[config.mk]
export PLATFORM = sky130hd
export DESIGN_NAME = tiny_8bit_cpu_step
export DESIGN_NICKNAME = d
export VERILOG_FILES = /design/src/hdl/t8c_pkg.sv /design/src/hdl/t8c_mem.sv /design/src/hdl/t8c_core.sv /design/src/hdl/tiny_8bit_cpu_step.sv
export SDC_FILE = /design/constraint.sdc
export NUM_CORES = 2
export LEC_CHECK = 0
export ABC_AREA = 0
export ABC_CLOCK_PERIOD_IN_PS = 14750
export BUFFER_PORTS_ARGS = -buffer_cell sky130_fd_sc_hd__buf_2
export CAP_MARGIN = 20
export CORE_AREA = 5 5 461 554
export CTS_CLUSTER_DIAMETER = 80
export DETAILED_ROUTE_END_ITERATION = 6
export DIE_AREA = 0 0 466 559
export SYNTH_ARGS = -nofsm -noshare
export SYNTH_HDL_FRONTEND = slang
export SYNTH_SLANG_ARGS = --single-unit
[constraint.sdc]
create_clock -name clk_i -period 14.75 [get_ports clk_i]
set_input_delay 0.7375 -clock clk_i [delete_from_list [all_inputs] [get_ports clk_i]]
set_output_delay 0.7375 -clock clk_i [all_outputs]
set_load 0.05 [all_outputs]
[src/hdl/t8c_pkg.sv]
package t8c_pkg;

  // condition field, bits 7:6
  typedef enum logic [1:0] {
    COND_ALWAYS = 2'd0,
    COND_Z      = 2'd1,
    COND_O      = 2'd2,
    COND_E      = 2'd3
  } cond_e;

  // class field, bits 5:4
  typedef enum logic [1:0] {
    CLS_MISC  = 2'd0,
    CLS_ALU   = 2'd1,
    CLS_LDLO  = 2'd2,
    CLS_LDHI  = 2'd3
  } cls_e;

  // misc class operations
  typedef enum logic [3:0] {
    OP_MOV_RA  = 4'h0,
    OP_MOV_AR  = 4'h1,
    OP_MOV_RI  = 4'h2,
    OP_JMP_R   = 4'h3,
    OP_MOV_RX  = 4'h4,
    OP_MOV_XR  = 4'h5,
    OP_MOV_RY  = 4'h6,
    OP_MOV_YR  = 4'h7,
    OP_LOAD    = 4'h8,
    OP_STORE   = 4'h9,
    OP_PIN     = 4'hA,
    OP_POUT    = 4'hB,
    OP_CLR_ALL = 4'hC,
    OP_SET_E   = 4'hD,
    OP_CLR_E   = 4'hE,
    OP_CLR_ZO  = 4'hF
  } misc_op_e;

  // ALU operations
  typedef enum logic [3:0] {
    ALU_ADD   = 4'h0,
    ALU_ADDI  = 4'h1,
    ALU_SUBN  = 4'h2,
    ALU_SUB   = 4'h3,
    ALU_NOTX  = 4'h4,
    ALU_PASSX = 4'h5,
    ALU_AND   = 4'h6,
    ALU_NAND  = 4'h7,
    ALU_OR    = 4'h8,
    ALU_NOR   = 4'h9,
    ALU_XOR   = 4'hA,
    ALU_XNOR  = 4'hB,
    ALU_SHR   = 4'hC,
    ALU_SHR1  = 4'hD,
    ALU_SHL   = 4'hE,
    ALU_SHL1  = 4'hF
  } alu_op_e;

  localparam logic [7:0] PC_LAST = 8'hFF;
  localparam logic [7:0] ALL_ONES = 8'hFF;

  // memory request from the sequencer
  typedef struct packed {
    logic       re;
    logic [7:0] raddr;
    logic       we;
    logic [7:0] waddr;
    logic [7:0] wdata;
  } mem_req_t;

  typedef struct packed {
    logic [7:0] res;
    logic       z;
    logic       o;
  } alu_res_t;

  function automatic alu_res_t alu_f(input logic [3:0] op, input logic [7:0] x,
                                     input logic [7:0] y);
    alu_res_t   r;
    logic [8:0] sum;
    logic       carry;
    logic       use_carry;
    sum       = '0;
    carry     = 1'b0;
    use_carry = 1'b0;
    r.res     = '0;
    case (alu_op_e'(op))
      ALU_ADD:   begin sum = {1'b0, x} + {1'b0, y};          use_carry = 1'b1; end
      ALU_ADDI:  begin sum = {1'b0, x} + {1'b0, y} + 9'd1;   use_carry = 1'b1; end
      ALU_SUBN:  begin sum = {1'b0, x} + {1'b0, ~y};         use_carry = 1'b1; end
      ALU_SUB:   begin sum = {1'b0, x} + {1'b0, ~y} + 9'd1;  use_carry = 1'b1; end
      ALU_NOTX:  sum = {1'b0, ~x};
      ALU_PASSX: sum = {1'b0, x};
      ALU_AND:   sum = {1'b0, x & y};
      ALU_NAND:  sum = {1'b0, ~(x & y)};
      ALU_OR:    sum = {1'b0, x | y};
      ALU_NOR:   sum = {1'b0, ~(x | y)};
      ALU_XOR:   sum = {1'b0, x ^ y};
      ALU_XNOR:  sum = {1'b0, ~(x ^ y)};
      ALU_SHR:   sum = {2'b00, x[7:1]};
      ALU_SHR1:  begin sum = {2'b01, x[7:1]}; use_carry = 1'b1; carry = x[0]; end
      ALU_SHL:   sum = {1'b0, x[6:0], 1'b0};
      ALU_SHL1:  begin sum = {1'b0, x[6:0], 1'b1}; use_carry = 1'b1; carry = x[7]; end
      default:   sum = '0;
    endcase
    if (use_carry && !op[3] && !op[2]) carry = sum[8];
    r.res = sum[7:0];
    r.z   = (sum[7:0] == 8'h00);
    r.o   = use_carry ? carry : (sum[7:0] == ALL_ONES);
    return r;
  endfunction

endpackage

[src/hdl/t8c_mem.sv]
module t8c_mem
  import t8c_pkg::*;
(
  input  logic       clk_i,
  input  logic       rst_ni,
  input  mem_req_t   req_i,
  output logic [7:0] rdata_o
);

  logic [7:0]   mem_q [256];
  logic [255:0] valid_q;
  logic [7:0]   rd_q;
  logic         rd_valid_q;
  logic         byp_q;
  logic [7:0]   byp_data_q;

  // never-written bytes read as zero
  always_ff @(posedge clk_i or negedge rst_ni) begin
    if (!rst_ni) begin
      valid_q <= '0;
    end else if (req_i.we) begin
      valid_q[req_i.waddr] <= 1'b1;
    end
  end

  always_ff @(posedge clk_i) begin
    if (req_i.we) begin
      mem_q[req_i.waddr] <= req_i.wdata;
    end
  end

  // registered read, write-first on address match
  always_ff @(posedge clk_i) begin
    if (req_i.re) begin
      rd_q       <= mem_q[req_i.raddr];
      rd_valid_q <= valid_q[req_i.raddr];
      byp_q      <= req_i.we && (req_i.waddr == req_i.raddr);
      byp_data_q <= req_i.wdata;
    end
  end

  assign rdata_o = byp_q ? byp_data_q : (rd_valid_q ? rd_q : 8'h00);

endmodule

[src/hdl/t8c_core.sv]
module t8c_core
  import t8c_pkg::*;
(
  input  logic       clk_i,
  input  logic       rst_ni,
  input  logic       in_valid_i,
  output logic       in_ready_o,
  input  logic       func_i,
  input  logic [7:0] load_address_i,
  input  logic [7:0] load_data_i,
  input  logic [7:0] port_in_data_i,
  output logic       out_valid_o,
  input  logic       out_ready_i,
  output logic       executed_o,
  output logic       halted_now_o,
  output logic       port_read_o,
  output logic       port_write_o,
  output logic [7:0] port_address_o,
  output logic [7:0] port_data_o,
  output logic [7:0] pc_value_o,
  output logic [7:0] r_value_o,
  output logic       zero_flag_o,
  output logic       over_flag_o,
  output logic       error_flag_o,
  output mem_req_t   mem_req_o,
  input  logic [7:0] mem_rdata_i
);

  localparam logic [1:0] S_IDLE = 2'd0;
  localparam logic [1:0] S_DEC  = 2'd1;
  localparam logic [1:0] S_LD   = 2'd2;
  localparam logic [1:0] S_WR   = 2'd3;

  logic [1:0] state_q, state_d;
  logic [7:0] r_q, r_d, pc_q, pc_d, a_q, a_d, x_q, x_d, y_q, y_d;
  logic       z_q, z_d, o_q, o_d, e_q, e_d, halt_q, halt_d;
  logic [7:0] ld_addr_q, ld_data_q, pin_q;

  logic       out_valid_q;
  logic       exec_q, prd_q, pwr_q;
  logic [7:0] paddr_q, pdata_q;

  logic       accept, out_free, need_ld, done, complete, run, inc, do_store;
  logic       exec_d, prd_d, pwr_d;
  logic [7:0] paddr_d, pdata_d;
  logic [7:0] inst;
  cond_e      cond;
  cls_e       cls;
  logic [3:0] low;
  alu_res_t   alu;

  assign inst = mem_rdata_i;
  assign cond = cond_e'(inst[7:6]);
  assign cls  = cls_e'(inst[5:4]);
  assign low  = inst[3:0];
  assign alu  = alu_f(low, x_q, y_q);

  always_comb begin
    case (cond)
      COND_ALWAYS: run = 1'b1;
      COND_Z:      run = z_q;
      COND_O:      run = o_q;
      COND_E:      run = e_q;
      default:     run = 1'b0;
    endcase
  end

  assign need_ld  = (state_q == S_DEC) && !halt_q && run && (cls == CLS_MISC)
                    && (misc_op_e'(low) == OP_LOAD);
  assign do_store = (state_q == S_DEC) && !halt_q && run && (cls == CLS_MISC)
                    && (misc_op_e'(low) == OP_STORE);
  assign out_free = !out_valid_q || out_ready_i;
  assign done     = (state_q == S_WR) || (state_q == S_LD)
                    || ((state_q == S_DEC) && !need_ld);
  assign complete = done && out_free;
  assign in_ready_o = (state_q == S_IDLE) || complete;
  assign accept   = in_valid_i && in_ready_o;

  // execute
  always_comb begin
    r_d = r_q; pc_d = pc_q; a_d = a_q; x_d = x_q; y_d = y_q;
    z_d = z_q; o_d = o_q; e_d = e_q; halt_d = halt_q;
    inc = 1'b0;
    exec_d = 1'b0; prd_d = 1'b0; pwr_d = 1'b0;
    paddr_d = 8'h00; pdata_d = 8'h00;
    if (complete && (state_q == S_LD)) begin
      r_d    = mem_rdata_i;
      inc    = 1'b1;
      exec_d = 1'b1;
    end else if (complete && (state_q == S_DEC) && !halt_q) begin
      exec_d = 1'b1;
      inc    = 1'b1;
      if (run) begin
        case (cls)
          CLS_MISC: begin
            case (misc_op_e'(low))
              OP_MOV_RA:  r_d = a_q;
              OP_MOV_AR:  a_d = r_q;
              OP_MOV_RI:  r_d = pc_q;
              OP_JMP_R:   begin pc_d = r_q; inc = 1'b0; end
              OP_MOV_RX:  r_d = x_q;
              OP_MOV_XR:  x_d = r_q;
              OP_MOV_RY:  r_d = y_q;
              OP_MOV_YR:  y_d = r_q;
              OP_PIN:     begin r_d = pin_q; prd_d = 1'b1; paddr_d = a_q; end
              OP_POUT:    begin pwr_d = 1'b1; paddr_d = a_q; pdata_d = r_q; end
              OP_CLR_ALL: begin z_d = 1'b0; o_d = 1'b0; e_d = 1'b0; end
              OP_SET_E:   e_d = 1'b1;
              OP_CLR_E:   e_d = 1'b0;
              OP_CLR_ZO:  begin z_d = 1'b0; o_d = 1'b0; end
              default:    ; // load and store handled by the memory path
            endcase
          end
          CLS_ALU: begin
            r_d = alu.res;
            z_d = alu.z;
            o_d = alu.o;
          end
          CLS_LDLO: r_d = {r_q[7:4], low};
          CLS_LDHI: r_d = {low, r_q[3:0]};
          default:  ;
        endcase
      end
    end
    if (inc) begin
      if (pc_q == PC_LAST) halt_d = 1'b1;
      pc_d = pc_q + 8'd1;
    end
  end

  // fetch at the updated pc so a new word can start in the finishing cycle
  always_comb begin
    mem_req_o.re    = (accept && !func_i) || need_ld;
    mem_req_o.raddr = need_ld ? a_q : pc_d;
    mem_req_o.we    = complete && ((state_q == S_WR) || do_store);
    mem_req_o.waddr = (state_q == S_WR) ? ld_addr_q : a_q;
    mem_req_o.wdata = (state_q == S_WR) ? ld_data_q : r_q;
  end

  always_comb begin
    state_d = state_q;
    if (need_ld) begin
      state_d = S_LD;
    end else if ((state_q == S_IDLE) || complete) begin
      if (accept) state_d = func_i ? S_WR : S_DEC;
      else        state_d = S_IDLE;
    end
  end

  always_ff @(posedge clk_i or negedge rst_ni) begin
    if (!rst_ni) begin
      state_q     <= S_IDLE;
      r_q         <= '0;
      pc_q        <= '0;
      a_q         <= '0;
      x_q         <= '0;
      y_q         <= '0;
      z_q         <= 1'b0;
      o_q         <= 1'b0;
      e_q         <= 1'b0;
      halt_q      <= 1'b0;
      out_valid_q <= 1'b0;
    end else begin
      state_q <= state_d;
      r_q     <= r_d;
      pc_q    <= pc_d;
      a_q     <= a_d;
      x_q     <= x_d;
      y_q     <= y_d;
      z_q     <= z_d;
      o_q     <= o_d;
      e_q     <= e_d;
      halt_q  <= halt_d;
      if (complete)         out_valid_q <= 1'b1;
      else if (out_ready_i) out_valid_q <= 1'b0;
    end
  end

  always_ff @(posedge clk_i) begin
    if (accept) begin
      ld_addr_q <= load_address_i;
      ld_data_q <= load_data_i;
      pin_q     <= port_in_data_i;
    end
    if (complete) begin
      exec_q  <= exec_d;
      prd_q   <= prd_d;
      pwr_q   <= pwr_d;
      paddr_q <= paddr_d;
      pdata_q <= pdata_d;
    end
  end

  // architectural outputs follow the committed registers
  assign out_valid_o    = out_valid_q;
  assign executed_o     = exec_q;
  assign halted_now_o   = halt_q;
  assign port_read_o    = prd_q;
  assign port_write_o   = pwr_q;
  assign port_address_o = paddr_q;
  assign port_data_o    = pdata_q;
  assign pc_value_o     = pc_q;
  assign r_value_o      = r_q;
  assign zero_flag_o    = z_q;
  assign over_flag_o    = o_q;
  assign error_flag_o   = e_q;

endmodule

[src/hdl/tiny_8bit_cpu_step.sv]
// Channel  | Handshake              | Word contents
// ---------+------------------------+----------------------------------------------
// in       | in_valid_i/in_ready_o  | func, load_address, load_data, port_in_data
// out      | out_valid_o/out_ready_i| executed, halted_now, port_read/write,
//          |                        | port_address/data, pc, r, z/o/e flags
//
// A step word runs a fetch read, then decode/commit; a memory load adds a
// data read at A before the commit. A write word latches, then writes.
// The memory has a single port per direction and holds 256 bytes.
// A new word is taken in the cycle the previous one commits.
// Reset clears control state, r/a/x/y/pc, flags, valid bits (memory reads as zero).
// A result waiting in the output register stalls only the next commit.
module tiny_8bit_cpu_step
  import t8c_pkg::*;
(
  input  logic       clk_i,
  input  logic       rst_ni,
  input  logic       in_valid_i,
  output logic       in_ready_o,
  input  logic       func_i,
  input  logic [7:0] load_address_i,
  input  logic [7:0] load_data_i,
  input  logic [7:0] port_in_data_i,
  output logic       out_valid_o,
  input  logic       out_ready_i,
  output logic       executed_o,
  output logic       halted_now_o,
  output logic       port_read_o,
  output logic       port_write_o,
  output logic [7:0] port_address_o,
  output logic [7:0] port_data_o,
  output logic [7:0] pc_value_o,
  output logic [7:0] r_value_o,
  output logic       zero_flag_o,
  output logic       over_flag_o,
  output logic       error_flag_o
);

  mem_req_t   mem_req;
  logic [7:0] mem_rdata;

  // unified program/data memory, one read and one write port
  t8c_mem u_mem (
    .clk_i  (clk_i),
    .rst_ni (rst_ni),
    .req_i  (mem_req),
    .rdata_o(mem_rdata)
  );

  // sequencer, register file, ALU and output register
  t8c_core u_core (
    .clk_i         (clk_i),
    .rst_ni        (rst_ni),
    .in_valid_i    (in_valid_i),
    .in_ready_o    (in_ready_o),
    .func_i        (func_i),
    .load_address_i(load_address_i),
    .load_data_i   (load_data_i),
    .port_in_data_i(port_in_data_i),
    .out_valid_o   (out_valid_o),
    .out_ready_i   (out_ready_i),
    .executed_o    (executed_o),
    .halted_now_o  (halted_now_o),
    .port_read_o   (port_read_o),
    .port_write_o  (port_write_o),
    .port_address_o(port_address_o),
    .port_data_o   (port_data_o),
    .pc_value_o    (pc_value_o),
    .r_value_o     (r_value_o),
    .zero_flag_o   (zero_flag_o),
    .over_flag_o   (over_flag_o),
    .error_flag_o  (error_flag_o),
    .mem_req_o     (mem_req),
    .mem_rdata_i   (mem_rdata)
  );

endmodule

==> impl_metrics.tcl <==
set metrics [dict create \
    path_max_fanout 113 \
    synthMuxAreaShare_pct 6.304 \
    switching_share_pct 43.56 \
    cts-root-buf "clkbuf_16" \
    cts_htree_levels 4 \
    coreArea_um2 249200 \
    nFillCells 21990 \
    dieHeight_um 559 \
    final_layout_size_suffix_gt1_share_pct 15.08 \
    synth-xor-area-share_pct 0.2209 \
    tightest_slew_ns 1.312 \
    worstSetupStartpointType "flip-flop" \
    ys_seq_elements 2412 \
    synth_compound_area_share_pct 6.663 \
    antenna_left 0 \
    combPwrFrac_pct 45.5 \
    synth_cell_types 87 \
    ir_worst_vdd_uv 279.6 \
    num_vias 64620 \
    finalMaxSlewViolations 0 \
    critPathCaptureType "flip-flop" \
    status "finished clean" \
    clkSinkCount 2412 \
    avgRoutedWirePerCell_um 30.66 \
    finalSetupViolCount 0 \
    clock_latency_ns 0.90 \
    drt_iter0_drc 8180 \
    port-buffer-count 69 \
    ctsLongestPathBuffers 4 \
    gp_congestion 0.9397 \
    dpl.hpwl_mm 201.6 \
    finalCriticalPeriod_ns 8.446 \
    synth.area.top_cells "edfxtp_1 (64%), dfrtp_1 (7.6%), nand2_1 (5.3%)" \
    grt_max_degree 202 \
    cp.required_ns 15.29 \
    cts_inserted_buffers 234 \
    post_cts_resized 0 \
    seq_power_share_pct 32.7 \
    finalNonFillerCells 10850 \
    synthCells 7196 \
    powerDensity_nw_per_um2 246.0 \
    relSlewSlack_pct 11.73 \
    place_ws_ns 6.436 \
    grt_util_all_layers_pct 24.76 \
    synth_top_cell_area_share_pct 63.90 \
    clk_pin_slew_ns 0.07 \
    rows 201 \
    grt_antenna_before_repair 12 \
    synth-edff-count 2109 \
    p_leak_uw 0.03933 \
    arrival_ns 8.99 \
    ff_latch_area_um2 70910 \
    synthFlopType "edfxtp_1" \
    grt_overflow 0 \
    ys_seq_area_share_pct 71.55 \
    tns_ns 0 \
    num_io_pins 70 \
    die_x_um 466 \
    hp-class "in2reg" \
    synth_top_area_cell "edfxtp_1" \
    vias_per_cell 5.958 \
    layout.nets 7350 \
    yosys-top-cells-count "edfxtp_1 (2109), nand2_1 (1388), nand3_1 (503)" \
    synth.avg_cell_area_um2 13.77 \
    hold_viol 0 \
    synth-simple-area-share_pct 12.68 \
    drt-total-wl_mm 332.5 \
    syn_nets 7253 \
    rsz0062_at_grt "false" \
    synth.most_common_cell "edfxtp_1" \
    synth_warnings 0 \
    grt_pass1_vias 61700 \
    skew_ns 0.06535 \
    cts_tree "built" \
    maxCapViolations 0 \
    start_util_pct 39.77 \
    crit_type "reg2reg" \
    cts_setup_buffers 0 \
    p_clk_share_pct 21.8 \
    p_int_uw 15520 \
    synthAdderAreaFrac_pct 0.3686 \
    dieArea_um2 260500 \
    first_pass_iters 6 \
    synthArstFlopShare_pct 12.56 \
    reg2reg_slack_ns 6.30 \
    drc 0 \
    synth_top_family_by_area "simple AND/OR/NAND/NOR gates" \
    finalCritPeriodShare_pct 57.26 \
    syn_area_um2 99120 \
    switching_power_uw 11980 \
    grt_pass1_wl_mm 468.6 \
    max_freq_mhz 118.4 \
    fin_ws_ns 6.304 \
    multiInputGateArea_um2 26460 \
    dp.cells 10370 \
    syn_to_final_growth_pct 12.75 \
]
-- critical path, stage by stage, from the launching register on --
cell      delay [ns]
edfxtp_1        0.80
nor2b_1         0.77
a21oi_1         0.21
o221ai_2        0.19
buf_4           0.27
and3_1          0.58
or3_4           0.28
o21a_4          0.68
buf_12          0.61
buf_4           0.77
mux4_2          0.59
a22o_1          0.24
a221oi_1        0.57
o22ai_1         0.23
nor4_1          0.72
o32ai_1         0.41
-- power by group through the flow --
| stage | sequential, µW | combinational, µW | clock, µW |
|---|---|---|---|
| 6_report | 8990 | 12500 | 5980 |
| 5_1_grt | 9000 | 13000 | 6310 |
| 4_1_cts | 8990 | 12300 | 6030 |
| 3_5_place_dp | 9130 | 12300 | 0 |
| 3_3_place_gp | 9120 | 12100 | 0 |
| 2_1_floorplan | 9600 | 7040 | 0 |
-- path summary, 6_finish.rpt --
path,startpoint,to,cells after the start
setup / recovery,u_mem.byp_q$_DFFE_PP_,u_mem.rd_q[0]$_DFFE_PP_,15
hold / removal,port_in_data_i[1],u_core.pin_q[1]$_DFFE_PP_,1
setup reg to reg,u_mem.byp_q$_DFFE_PP_,u_mem.rd_q[0]$_DFFE_PP_,15
hold reg to reg,u_mem.valid_q[202]$_DFFE_PN0P_,u_mem.valid_q[202]$_DFFE_PN0P_,1
max in group asynchronous,rst_ni,u_mem.valid_q[117]$_DFFE_PN0P_,3
min in group asynchronous,rst_ni,u_core.x_q[0]$_DFFE_PN0P_,2
-- layout by cell type (no fill, tap or decap), drive strengths merged, types with 21 or more instances in the layout --
master   instances
a211oi          47
mux2            34
or2            262
o211ai          35
nand4           36
nor4            52
o22ai           76
dfrtp          303
clkbuf         344
edfxtp        2109
and3            66
inv             40
nand2         1388
ha              26
a32oi           37
a2111oi         21
a21oi          296
nor2           362
o221ai          43
mux4           128
a31oi           87
xnor2           22
a22oi           40
nor3            51
mux2i          298
nand3b          21
o21ai          104
buf            290
clkinv          58
nand3          504
o311ai          36
-- kinds of logic after synthesis --
group | after synthesis
and+or+nand+nor | 2806
DFF | 2412
AOI/OAI and AO/OA | 989
buffers and inverters | 476
muxes | 460
adders and majority gates | 28
xor gates and xnor gates | 25
-- metrics by stage --
step	utilization [%]	hold WS (ns)	cell area, µm²	power (µW)
floorplan	-	0.4334	99120	16640
global placement	41.55	0.4467	103600	21260
detailed placement	41.64	0.4486	103800	21390
CTS	44.73	0.007242	111500	27320
global route	44.83	0.04164	111700	28350
finish	44.84	0.06204	111800	27490
-- registers in the layout (all words and copies together), names as in the netlist, 2 cells and up --
name	cells
u_core.pin_q	8
u_core.y_q	8
u_mem.byp_data_q	8
u_core.port_data_o	8
u_core.x_q	8
u_core.pc_value_o	8
u_mem.valid_q	256
u_core.state_q	2
u_core.ld_data_q	8
u_core.r_value_o	8
u_mem.rd_q	8
u_core.ld_addr_q	8
u_core.port_address_o	8
u_core.a_q	8
u_mem.mem_q	2048
-- area by class of cell --
class	instances	share of cell area (%)
diodes	10	0.02239
clock buffers	344	5.927
clock inverters	87	0.8196
inverters	30	0.1008
multi-input cells	4308	23.68
flip-flops and latches	2412	63.46
well taps	3349	3.750
repair buffers	307	2.249
-- timing repair --
item,CTS,global route
hold buffers,16,0
setup endpoints to repair,0,0
endpoints found under the hold margin,91,0
-- routing by layer --
metal | wire, µm | GRT usage [%] | vias up
met2 | 156600 | 39.50 | 3664
li1 | - | - | 27180
met4 | 21820 | 13.99 | 4
met1 | 124400 | 32.05 | 32960
met5 | 23 | 0 | -
met3 | 29760 | 4.390 | 811
Note: power is estimated with default switching activity, not from simulation.
